==> config.mk <==
export PLATFORM = sky130hd
export DESIGN_NAME = indexed_list_insert_erase
export DESIGN_NICKNAME = d
export VERILOG_FILES = /design/src/rtl/core/ilie_pkg.sv /design/src/rtl/core/indexed_list_insert_erase.sv /design/src/rtl/core/ilie_ram.sv /design/src/rtl/core/ilie_datapath.sv /design/src/rtl/core/ilie_ctrl.sv
export SDC_FILE = /design/constraint.sdc
export NUM_CORES = 1
export LEC_CHECK = 0
export ABC_AREA = 1
export BUFFER_PORTS_ARGS = -buffer_cell sky130_fd_sc_hd__buf_4
export CORE_ASPECT_RATIO = 2
export CORE_UTILIZATION = 43
export DETAILED_ROUTE_END_ITERATION = 10
export GPL_TIMING_DRIVEN = 1
export RECOVER_POWER = 100
export SYNTH_ARGS = -nofsm -noshare
export SYNTH_HDL_FRONTEND = slang
export SYNTH_HIERARCHICAL = 1
export SYNTH_SLANG_ARGS = --single-unit
==> constraint.sdc <==
create_clock -name clk_i -period 6.3 [get_ports clk_i]
set_input_delay 1.26 -clock clk_i [delete_from_list [all_inputs] [get_ports clk_i]]
set_output_delay 1.26 -clock clk_i [all_outputs]
set_load 0.02 [all_outputs]
==> src/rtl/core/ilie_pkg.sv <==
// shared types and constants for the indexed list with insert and erase
// depends on nothing; used by the controller, datapath and top level
`timescale 1ns / 1ps

package ilie_pkg;

  // fixed field widths of the command and result beats
  localparam int CMD_W = 3;
  localparam int POS_W = 5;
  localparam int VAL_W = 32;
  localparam int CNT_W = 5;

  // default list geometry
  localparam int DEPTH_DEF = 16;
  localparam int WIDTH_DEF = 32;

  // command codes
  typedef enum logic [CMD_W-1:0] {
    CMD_APPEND = 3'd0,
    CMD_INSERT = 3'd1,
    CMD_ERASE  = 3'd2,
    CMD_READ   = 3'd3,
    CMD_WRITE  = 3'd4
  } cmd_e;

  // datapath micro-operations issued by the controller
  typedef enum logic [3:0] {
    UOP_NONE      = 4'd0,
    UOP_LOAD      = 4'd1,
    UOP_APPEND    = 4'd2,
    UOP_WRITE     = 4'd3,
    UOP_READ      = 4'd4,
    UOP_CAPTURE   = 4'd5,
    UOP_INS_START = 4'd6,
    UOP_INS_MOVE  = 4'd7,
    UOP_INS_PUT   = 4'd8,
    UOP_ERS_START = 4'd9,
    UOP_ERS_MOVE  = 4'd10,
    UOP_ERS_DROP  = 4'd11
  } uop_e;

  // status from datapath to controller
  typedef struct packed {
    cmd_e cmd;         // latched command
    logic legal;       // command may succeed against the current list
    logic ins_at_end;  // insert position equals the length
    logic ers_at_end;  // erase position is the last entry
    logic at_pos;      // shift read index reached the position
    logic at_last;     // shift read index reached the last entry
  } sts_t;

endpackage

==> src/rtl/core/indexed_list_insert_erase.sv <==
// top level of the indexed list with insert and erase
// depends on ilie_pkg, ilie_ctrl, ilie_datapath (and ilie_ram below it)
//
//   beat      direction  handshake               payload
//   command   in         start && !busy          cmd_i, pos_i, value_i
//   result    out        done_o (one cycle)      ok_o, read_data_o, count_o
//
// the result strobe follows the check state for append, write, insert at the end
// and failed commands; a read first waits for the ram data, an insert in the middle
// first shifts entries up and an erase first shifts later entries down; busy is
// still high with the strobe, drops in the cycle after it and a command is taken then
// the shift moves one entry per cycle through the ram's one read port and one write port
// reset clears the length and the controller; entries stay undefined until written
// results cannot be stalled by the receiver
`timescale 1ns / 1ps

module indexed_list_insert_erase #(
  parameter int DEPTH = ilie_pkg::DEPTH_DEF,
  parameter int WIDTH = ilie_pkg::WIDTH_DEF
) (
  input  logic                       clk_i,
  input  logic                       rst_ni,
  input  logic                       start,
  output logic                       busy,
  input  logic [ilie_pkg::CMD_W-1:0] cmd_i,
  input  logic [ilie_pkg::POS_W-1:0] pos_i,
  input  logic [ilie_pkg::VAL_W-1:0] value_i,
  output logic                       done_o,
  output logic                       ok_o,
  output logic [ilie_pkg::VAL_W-1:0] read_data_o,
  output logic [ilie_pkg::CNT_W-1:0] count_o
);

  import ilie_pkg::*;

  uop_e uop;
  sts_t sts;

  // sequencer
  ilie_ctrl u_ctrl (
    .clk_i   (clk_i),
    .rst_ni  (rst_ni),
    .start_i (start),
    .sts_i   (sts),
    .uop_o   (uop),
    .busy_o  (busy),
    .done_o  (done_o)
  );

  // storage and result registers
  ilie_datapath #(
    .DEPTH (DEPTH),
    .WIDTH (WIDTH)
  ) u_dp (
    .clk_i       (clk_i),
    .rst_ni      (rst_ni),
    .uop_i       (uop),
    .cmd_i       (cmd_i),
    .pos_i       (pos_i),
    .value_i     (value_i),
    .sts_o       (sts),
    .ok_o        (ok_o),
    .read_data_o (read_data_o),
    .count_o     (count_o)
  );

  // an accepted command keeps the block busy in the next cycle
  a_accept_busy: assert property (@(posedge clk_i) disable iff (!rst_ni)
    (start && !busy) |=> busy)
    else $error("accepted command did not raise busy");

  // one result beat per command, never back to back
  a_single_beat: assert property (@(posedge clk_i) disable iff (!rst_ni)
    done_o |=> !done_o)
    else $error("result strobe held for two cycles");

  // a failed command returns zero read data
  a_fail_zero: assert property (@(posedge clk_i) disable iff (!rst_ni)
    (done_o && !ok_o) |-> (read_data_o == '0))
    else $error("failed command returned read data");

endmodule

==> src/rtl/core/ilie_ram.sv <==
// generic single-write, single-read ram with registered read data
// depends on nothing
`timescale 1ns / 1ps

module ilie_ram #(
  parameter int W = 32,
  parameter int D = 16
) (
  input  logic                 clk_i,
  input  logic                 we_i,
  input  logic [$clog2(D)-1:0] waddr_i,
  input  logic [W-1:0]         wdata_i,
  input  logic [$clog2(D)-1:0] raddr_i,
  output logic [W-1:0]         rdata_o
);

  logic [W-1:0] mem_q [D];
  logic [W-1:0] rdata_q;

  // write port and registered read port
  always_ff @(posedge clk_i) begin
    if (we_i) begin
      mem_q[waddr_i] <= wdata_i;
    end
    rdata_q <= mem_q[raddr_i];
  end

  assign rdata_o = rdata_q;

endmodule

==> src/rtl/core/ilie_datapath.sv <==
// datapath: command latch, list length, shift index, entry ram and result registers
// depends on ilie_pkg and ilie_ram
`timescale 1ns / 1ps

module ilie_datapath #(
  parameter int DEPTH = ilie_pkg::DEPTH_DEF,
  parameter int WIDTH = ilie_pkg::WIDTH_DEF
) (
  input  logic                        clk_i,
  input  logic                        rst_ni,
  input  ilie_pkg::uop_e              uop_i,
  input  logic [ilie_pkg::CMD_W-1:0]  cmd_i,
  input  logic [ilie_pkg::POS_W-1:0]  pos_i,
  input  logic [ilie_pkg::VAL_W-1:0]  value_i,
  output ilie_pkg::sts_t              sts_o,
  output logic                        ok_o,
  output logic [ilie_pkg::VAL_W-1:0]  read_data_o,
  output logic [ilie_pkg::CNT_W-1:0]  count_o
);

  import ilie_pkg::*;

  localparam int AW = $clog2(DEPTH);
  localparam int CW = $clog2(DEPTH + 1);
  localparam int XW = (CW > POS_W) ? CW : POS_W;
  localparam logic [AW-1:0] ONE_A = AW'(1);
  localparam logic [CW-1:0] ONE_C = CW'(1);

  cmd_e             cmd_q;
  logic [POS_W-1:0] pos_q;
  logic [WIDTH-1:0] val_q;
  logic [CW-1:0]    fill_q, fill_d;
  logic [AW-1:0]    rd_idx_q, rd_idx_d;
  logic             ok_q, ok_d;
  logic [WIDTH-1:0] res_q, res_d;

  logic             ram_we;
  logic [AW-1:0]    ram_waddr;
  logic [WIDTH-1:0] ram_wdata;
  logic [AW-1:0]    ram_raddr;
  logic [WIDTH-1:0] ram_rdata;

  logic [XW-1:0]    pos_x;
  logic [XW-1:0]    fill_x;
  logic             full;

  // widened operands for position checks
  assign pos_x  = XW'(pos_q);
  assign fill_x = XW'(fill_q);
  assign full   = (fill_q == CW'(DEPTH));

  // legality and shift-end status
  always_comb begin
    sts_o.cmd = cmd_q;
    case (cmd_q)
      CMD_APPEND: sts_o.legal = !full;
      CMD_INSERT: sts_o.legal = !full && (pos_x <= fill_x);
      CMD_ERASE,
      CMD_READ,
      CMD_WRITE:  sts_o.legal = (pos_x < fill_x);
      default:    sts_o.legal = 1'b0;
    endcase
    sts_o.ins_at_end = (pos_x == fill_x);
    sts_o.ers_at_end = ((XW+1)'(pos_x) + (XW+1)'(1)) == (XW+1)'(fill_x);
    sts_o.at_pos     = (XW'(rd_idx_q) == pos_x);
    sts_o.at_last    = ((CW'(rd_idx_q) + ONE_C) == fill_q);
  end

  // ram port control and next state per micro-operation
  always_comb begin
    ram_we    = 1'b0;
    ram_waddr = AW'(fill_q);
    ram_wdata = val_q;
    ram_raddr = rd_idx_q;
    rd_idx_d  = rd_idx_q;
    fill_d    = fill_q;
    ok_d      = ok_q;
    res_d     = res_q;
    case (uop_i)
      UOP_LOAD: begin
        ok_d  = 1'b0;
        res_d = '0;
      end
      UOP_APPEND: begin
        ram_we = 1'b1;
        fill_d = fill_q + ONE_C;
        ok_d   = 1'b1;
      end
      UOP_WRITE: begin
        ram_we    = 1'b1;
        ram_waddr = AW'(pos_q);
        ok_d      = 1'b1;
      end
      UOP_READ: begin
        ram_raddr = AW'(pos_q);
      end
      UOP_CAPTURE: begin
        res_d = ram_rdata;
        ok_d  = 1'b1;
      end
      UOP_INS_START: begin
        ram_raddr = AW'(fill_q - ONE_C);
        rd_idx_d  = ram_raddr;
      end
      UOP_INS_MOVE: begin
        // move entry up by one, fetch the next lower entry
        ram_we    = 1'b1;
        ram_waddr = rd_idx_q + ONE_A;
        ram_wdata = ram_rdata;
        ram_raddr = rd_idx_q - ONE_A;
        rd_idx_d  = ram_raddr;
      end
      UOP_INS_PUT: begin
        ram_we    = 1'b1;
        ram_waddr = AW'(pos_q);
        fill_d    = fill_q + ONE_C;
        ok_d      = 1'b1;
      end
      UOP_ERS_START: begin
        ram_raddr = AW'(pos_q) + ONE_A;
        rd_idx_d  = ram_raddr;
      end
      UOP_ERS_MOVE: begin
        // move entry down by one, fetch the next higher entry
        ram_we    = 1'b1;
        ram_waddr = rd_idx_q - ONE_A;
        ram_wdata = ram_rdata;
        ram_raddr = rd_idx_q + ONE_A;
        rd_idx_d  = ram_raddr;
      end
      UOP_ERS_DROP: begin
        fill_d = fill_q - ONE_C;
        ok_d   = 1'b1;
      end
      default: begin
      end
    endcase
  end

  // control state
  always_ff @(posedge clk_i or negedge rst_ni) begin
    if (!rst_ni) begin
      fill_q <= '0;
      ok_q   <= 1'b0;
    end else begin
      fill_q <= fill_d;
      ok_q   <= ok_d;
    end
  end

  // payload registers
  always_ff @(posedge clk_i) begin
    if (uop_i == UOP_LOAD) begin
      cmd_q <= cmd_e'(cmd_i);
      pos_q <= pos_i;
      val_q <= WIDTH'(value_i);
    end
    rd_idx_q <= rd_idx_d;
    res_q    <= res_d;
  end

  // entry storage
  ilie_ram #(
    .W (WIDTH),
    .D (DEPTH)
  ) u_ram (
    .clk_i   (clk_i),
    .we_i    (ram_we),
    .waddr_i (ram_waddr),
    .wdata_i (ram_wdata),
    .raddr_i (ram_raddr),
    .rdata_o (ram_rdata)
  );

  assign ok_o        = ok_q;
  assign read_data_o = VAL_W'(res_q);
  assign count_o     = CNT_W'(fill_q);

  // length stays within capacity
  a_fill_range: assert property (@(posedge clk_i) disable iff (!rst_ni)
    fill_q <= CW'(DEPTH))
    else $error("list length above capacity");

  // writes land inside the list or at its open end
  a_write_addr: assert property (@(posedge clk_i) disable iff (!rst_ni)
    ram_we |-> (CW'(ram_waddr) <= fill_q))
    else $error("ram write beyond list end");

endmodule

==> src/rtl/core/ilie_ctrl.sv <==
// controller: one-hot state machine sequencing checks, shifts and the result beat
// depends on ilie_pkg
`timescale 1ns / 1ps

module ilie_ctrl (
  input  logic           clk_i,
  input  logic           rst_ni,
  input  logic           start_i,
  input  ilie_pkg::sts_t sts_i,
  output ilie_pkg::uop_e uop_o,
  output logic           busy_o,
  output logic           done_o
);

  import ilie_pkg::*;

  typedef enum logic [7:0] {
    S_IDLE     = 8'b0000_0001,
    S_CHECK    = 8'b0000_0010,
    S_INS_MOVE = 8'b0000_0100,
    S_INS_PUT  = 8'b0000_1000,
    S_ERS_MOVE = 8'b0001_0000,
    S_ERS_DROP = 8'b0010_0000,
    S_RD_WAIT  = 8'b0100_0000,
    S_FINISH   = 8'b1000_0000
  } state_e;

  state_e state_q, state_d;

  // next state and micro-operation
  always_comb begin
    state_d = state_q;
    uop_o   = UOP_NONE;
    case (state_q)
      S_IDLE: begin
        if (start_i) begin
          uop_o   = UOP_LOAD;
          state_d = S_CHECK;
        end
      end
      S_CHECK: begin
        state_d = S_FINISH;
        if (sts_i.legal) begin
          case (sts_i.cmd)
            CMD_APPEND: uop_o = UOP_APPEND;
            CMD_WRITE:  uop_o = UOP_WRITE;
            CMD_READ: begin
              uop_o   = UOP_READ;
              state_d = S_RD_WAIT;
            end
            CMD_INSERT: begin
              if (sts_i.ins_at_end) begin
                uop_o = UOP_INS_PUT;
              end else begin
                uop_o   = UOP_INS_START;
                state_d = S_INS_MOVE;
              end
            end
            CMD_ERASE: begin
              if (sts_i.ers_at_end) begin
                state_d = S_ERS_DROP;
              end else begin
                uop_o   = UOP_ERS_START;
                state_d = S_ERS_MOVE;
              end
            end
            default: state_d = S_FINISH;
          endcase
        end
      end
      S_INS_MOVE: begin
        uop_o = UOP_INS_MOVE;
        if (sts_i.at_pos) begin
          state_d = S_INS_PUT;
        end
      end
      S_INS_PUT: begin
        uop_o   = UOP_INS_PUT;
        state_d = S_FINISH;
      end
      S_ERS_MOVE: begin
        uop_o = UOP_ERS_MOVE;
        if (sts_i.at_last) begin
          state_d = S_ERS_DROP;
        end
      end
      S_ERS_DROP: begin
        uop_o   = UOP_ERS_DROP;
        state_d = S_FINISH;
      end
      S_RD_WAIT: begin
        uop_o   = UOP_CAPTURE;
        state_d = S_FINISH;
      end
      S_FINISH: begin
        state_d = S_IDLE;
      end
      default: begin
        state_d = S_IDLE;
      end
    endcase
  end

  // state register
  always_ff @(posedge clk_i or negedge rst_ni) begin
    if (!rst_ni) begin
      state_q <= S_IDLE;
    end else begin
      state_q <= state_d;
    end
  end

  assign busy_o = (state_q != S_IDLE);
  assign done_o = (state_q == S_FINISH);

endmodule
==> impl_metrics.env <==
export IMPL_synth_enable_flop_cells=588
export IMPL_dpl_hpwl_um=39500
export IMPL_power_ir_vdd_worst_v=0.0002624
export IMPL_cap_violations=4
export IMPL_synthesis_instances=2698
export IMPL_final_layout_size_suffix_gt1_frac=0.07426
export IMPL_layout_nets=2808
export IMPL_timing_critical_path_to_type="flop"
export IMPL_total_leakage_power_uw=0.01311
export IMPL_drv_slew=110
export IMPL_seqPwrFrac=0.510
export IMPL_cts_repair_resize_count=0
export IMPL_crit_path_cell_trace="inv_1 -> ha_1 -> nand2_1 -> nor2_1 -> inv_1 -> o21ai_0 -> nand2_1 -> nand2_1 -> inv_1 -> nor2_1 -> o21ai_0 -> o21bai_1 -> nand2_1 -> nor2_1 -> nand3_1 -> nand4_1 -> nand3b_1 -> nor2_1 -> buf_12"
export IMPL_detail_route_drc_violations=0
export IMPL_tns_ps=0
export IMPL_cts_buffers_inserted=57
export IMPL_setup_worst_path_start_class="flop"
export IMPL_internal_power_uw=7457
export IMPL_tightest_slew_ps=2818
export IMPL_port_buffers=82
export IMPL_reg2reg_setup_slack_ps=780
export IMPL_vias=18600
export IMPL_final_hold_viol_count=0
export IMPL_achievable_frequency_ghz=0.1812
export IMPL_failed_checks="max-capacitance violations, max-slew violations"
export IMPL_io_pins=83
export IMPL_yosysWarnings=6
export IMPL_pwr_share_clk=0.358
export IMPL_finalClockSkew_ps=20.45
export IMPL_grt_antenna_before_repair=0
export IMPL_switching_share=0.2659
export IMPL_postSynthNetCount=2752
export IMPL_critical_path_max_stage_delay_ps=1130
export IMPL_htreeDepth=2
export IMPL_first_iter_violations=1288
export IMPL_chipWidth_um=181.8
export IMPL_grt_pass1_vias=18850
export IMPL_clockBufferDepth=3
export IMPL_drt_pre_antenna_iters=5
export IMPL_tritoncts="built"
export IMPL_min_delay_worst_type="reg -> reg"
export IMPL_drtAntennaViolNets=0
export IMPL_grt_setup_unrepaired="no"
export IMPL_synth_lib_cells_used_distinct=39
export IMPL_cp_slowest_cell="nor2_1"
export IMPL_antenna_diode_count=0
export IMPL_synthesized_cell_area_um2=27810
export IMPL_time_the_worst_path_needs_with_i_o_delays_and_setup_ps=5520
export IMPL_status="finished with violations"
export IMPL_pin_count_of_the_biggest_net_entering_global_routing=129
export IMPL_numClockSinks=634
export IMPL_die_outline_height_um=361.7
export IMPL_route_detailed_vias_per_inst=5.169
export IMPL_place_area_um2=29300
export IMPL_synth_ff_type="edfxtp_1"
export IMPL_timing_critical_path_fanout_max=24
export IMPL_postLayoutCellArea_um2=30850
export IMPL_finalCoreUtilization=0.4827
export IMPL_post_drt_wl_per_cell_um=19.31
export IMPL_clock_transition_at_the_register_clock_pins_on_the_worst_setup_and_hold_paths_after_cts_ps=70
export IMPL_initial_core_util=0.4351
export IMPL_die_area_um2=65760
export IMPL_critical_path_required_ps=6600
export IMPL_max_slew_margin=-0.8786
export IMPL_grt_pass1_wl_um=107400
export IMPL_synth_yosys_seq_area_share=0.6706
export IMPL_drt_wl_total_um=69510
export IMPL_fin_crit_share=0.8762
export IMPL_worst_skew_pair_late_latency_ps=630
export IMPL_wp_data_arrival_ps=5820
export IMPL_switchingPower_uw=2700
export IMPL_holdBufCountCts=0
export IMPL_fp_row_count=131
export IMPL_track_usage=0.2163
export IMPL_power_per_cell_area_nw_per_um2=329.2
export IMPL_setup_viol=0
export IMPL_async_flop_share=0.02208
export IMPL_gr_total_overflow=0
export IMPL_core_um2=63920
export IMPL_worst_setup_path_category="reg -> reg"
export IMPL_cts_root_buf="clkbuf_16"
export IMPL_place_congestion=0.9291
export IMPL_post_cts_setup_buffers=0
export IMPL_area_delta_synth_final_pct=10.94
export IMPL_power_frac_comb=0.132
export IMPL_yosys_register_bits=634
export IMPL_synthesis_area_per_instance_um2=10.31
## flip-flops by register name, indices dropped and copies added (netlist names), 4 cells and up
register,count
u_dp/rd_idx_q,4
u_dp/pos_q,5
u_ctrl/state_q,8
u_dp/u_ram/mem_q,512
u_dp/count_o,5
u_dp/read_data_o,32
u_dp/val_q,32
u_dp/u_ram/rdata_o,32
## cells by family after synthesis
logic type / count (synthesis) / synth area share
and+or+nand+nor: 1377 / 0.2109
xor gates and xnor gates: 16 / 0.005039
AOI/OAI and AO/OA: 61 / 0.01471
buffers and inverters: 599 / 0.09389
DFF: 634 / 0.6706
adders and majority gates: 11 / 0.004949
## layout by cell type (no fill, tap or decap), drive strengths merged, types with 10 or more instances in the layout
cell type  Yosys  layout
edfxtp       588     588
nand3        425     425
xor2          12      12
buf          103      30
clkbuf        18     166
dfrtp         13      13
ha            11      11
nand2        828     828
clkinv         0      14
o21ai         46      46
nor2         108     108
inv          478     479
nand4         10      10
dfxtp         32      32
## power groups by stage
stage | logic, uW | registers, uW | clock network, uW
CTS | 1480 | 5170 | 3720
global placement | 1450 | 5250 | 0
floorplan | 846 | 5290 | 0
finish | 1340 | 5180 | 3640
global route | 1500 | 5200 | 3860
detailed placement | 1480 | 5260 | 0
## per-stage QoR
step           power [uW]  worst slack, ps  hold WS [ps]  instances
2_1_floorplan        6131             1529         514.5       2698
3_3_place_gp         6706             1237         536.8       3493
3_5_place_dp         6732             1192         548.9       3493
4_1_cts             10380             1167         462.0       3599
5_1_grt             10560            351.4         590.2       3599
6_report            10160            779.9         546.9       3599
## area by class of cell
class	instances	area (um2)
timing repair buffer	118	950.9
fill	5849	33070
sequential	634	18650
tap	798	998.5
inverter	478	1804
multi-input combinational	1465	6495
clock inverter	28	350.3
clock buffer	78	1607
## critical path: cells and delay by family (launching register included)
kind / cells / cell delay (ps)
AND/OR/NAND/NOR: 11 / 3070
buffers and inverters: 4 / 620
flip-flops: 1 / 590
AO/OA/AOI/OAI: 3 / 550
adder cells (fa/ha/maj): 1 / 340
## Yosys cell counts (13+ instances only)
cell type,count,area (um2)
nand2_1,818,3070
edfxtp_1,588,17660
inv_1,467,1753
nand3_1,424,2122
nor2_1,98,367.9
buf_2,47,235.2
buf_6,35,394.1
dfxtp_1,32,640.6
o21ai_2,20,175.2
clkbuf_1,18,67.56
buf_1,14,52.55
o21ai_1,14,70.07
dfrtp_1,13,325.3
## final timing paths
check,from,depth (start not counted),end
min,u_dp/u_ram/rdata_o[25]$_DFF_P_,2,u_dp/read_data_o[25]$_SDFFCE_PN0P_
min reg2reg,u_dp/u_ram/rdata_o[25]$_DFF_P_,2,u_dp/read_data_o[25]$_SDFFCE_PN0P_
min in group asynchronous,rst_ni,1,u_dp/count_o[1]$_DFFE_PN0P_
max,u_dp/count_o[2]$_DFFE_PN0P_,19,u_dp/u_ram/mem_q[9][28]$_DFFE_PP_
max reg2reg,u_dp/count_o[2]$_DFFE_PN0P_,19,u_dp/u_ram/mem_q[9][28]$_DFFE_PP_
max in group asynchronous,rst_ni,1,u_dp/ok_o$_DFFE_PN0P_
## metal layers
metal  track usage  wire length (um)  up-vias  share of wire
met2        0.3917             35500      594           0.51
met4        0.1118              3722        0          0.054
met3       0.03062              3422      203          0.049
li1              -                 -     8813              -
met5             0                 0        -              0
met1        0.2459             26870     8993           0.39
Note: power is estimated with default switching activity, not from simulation.
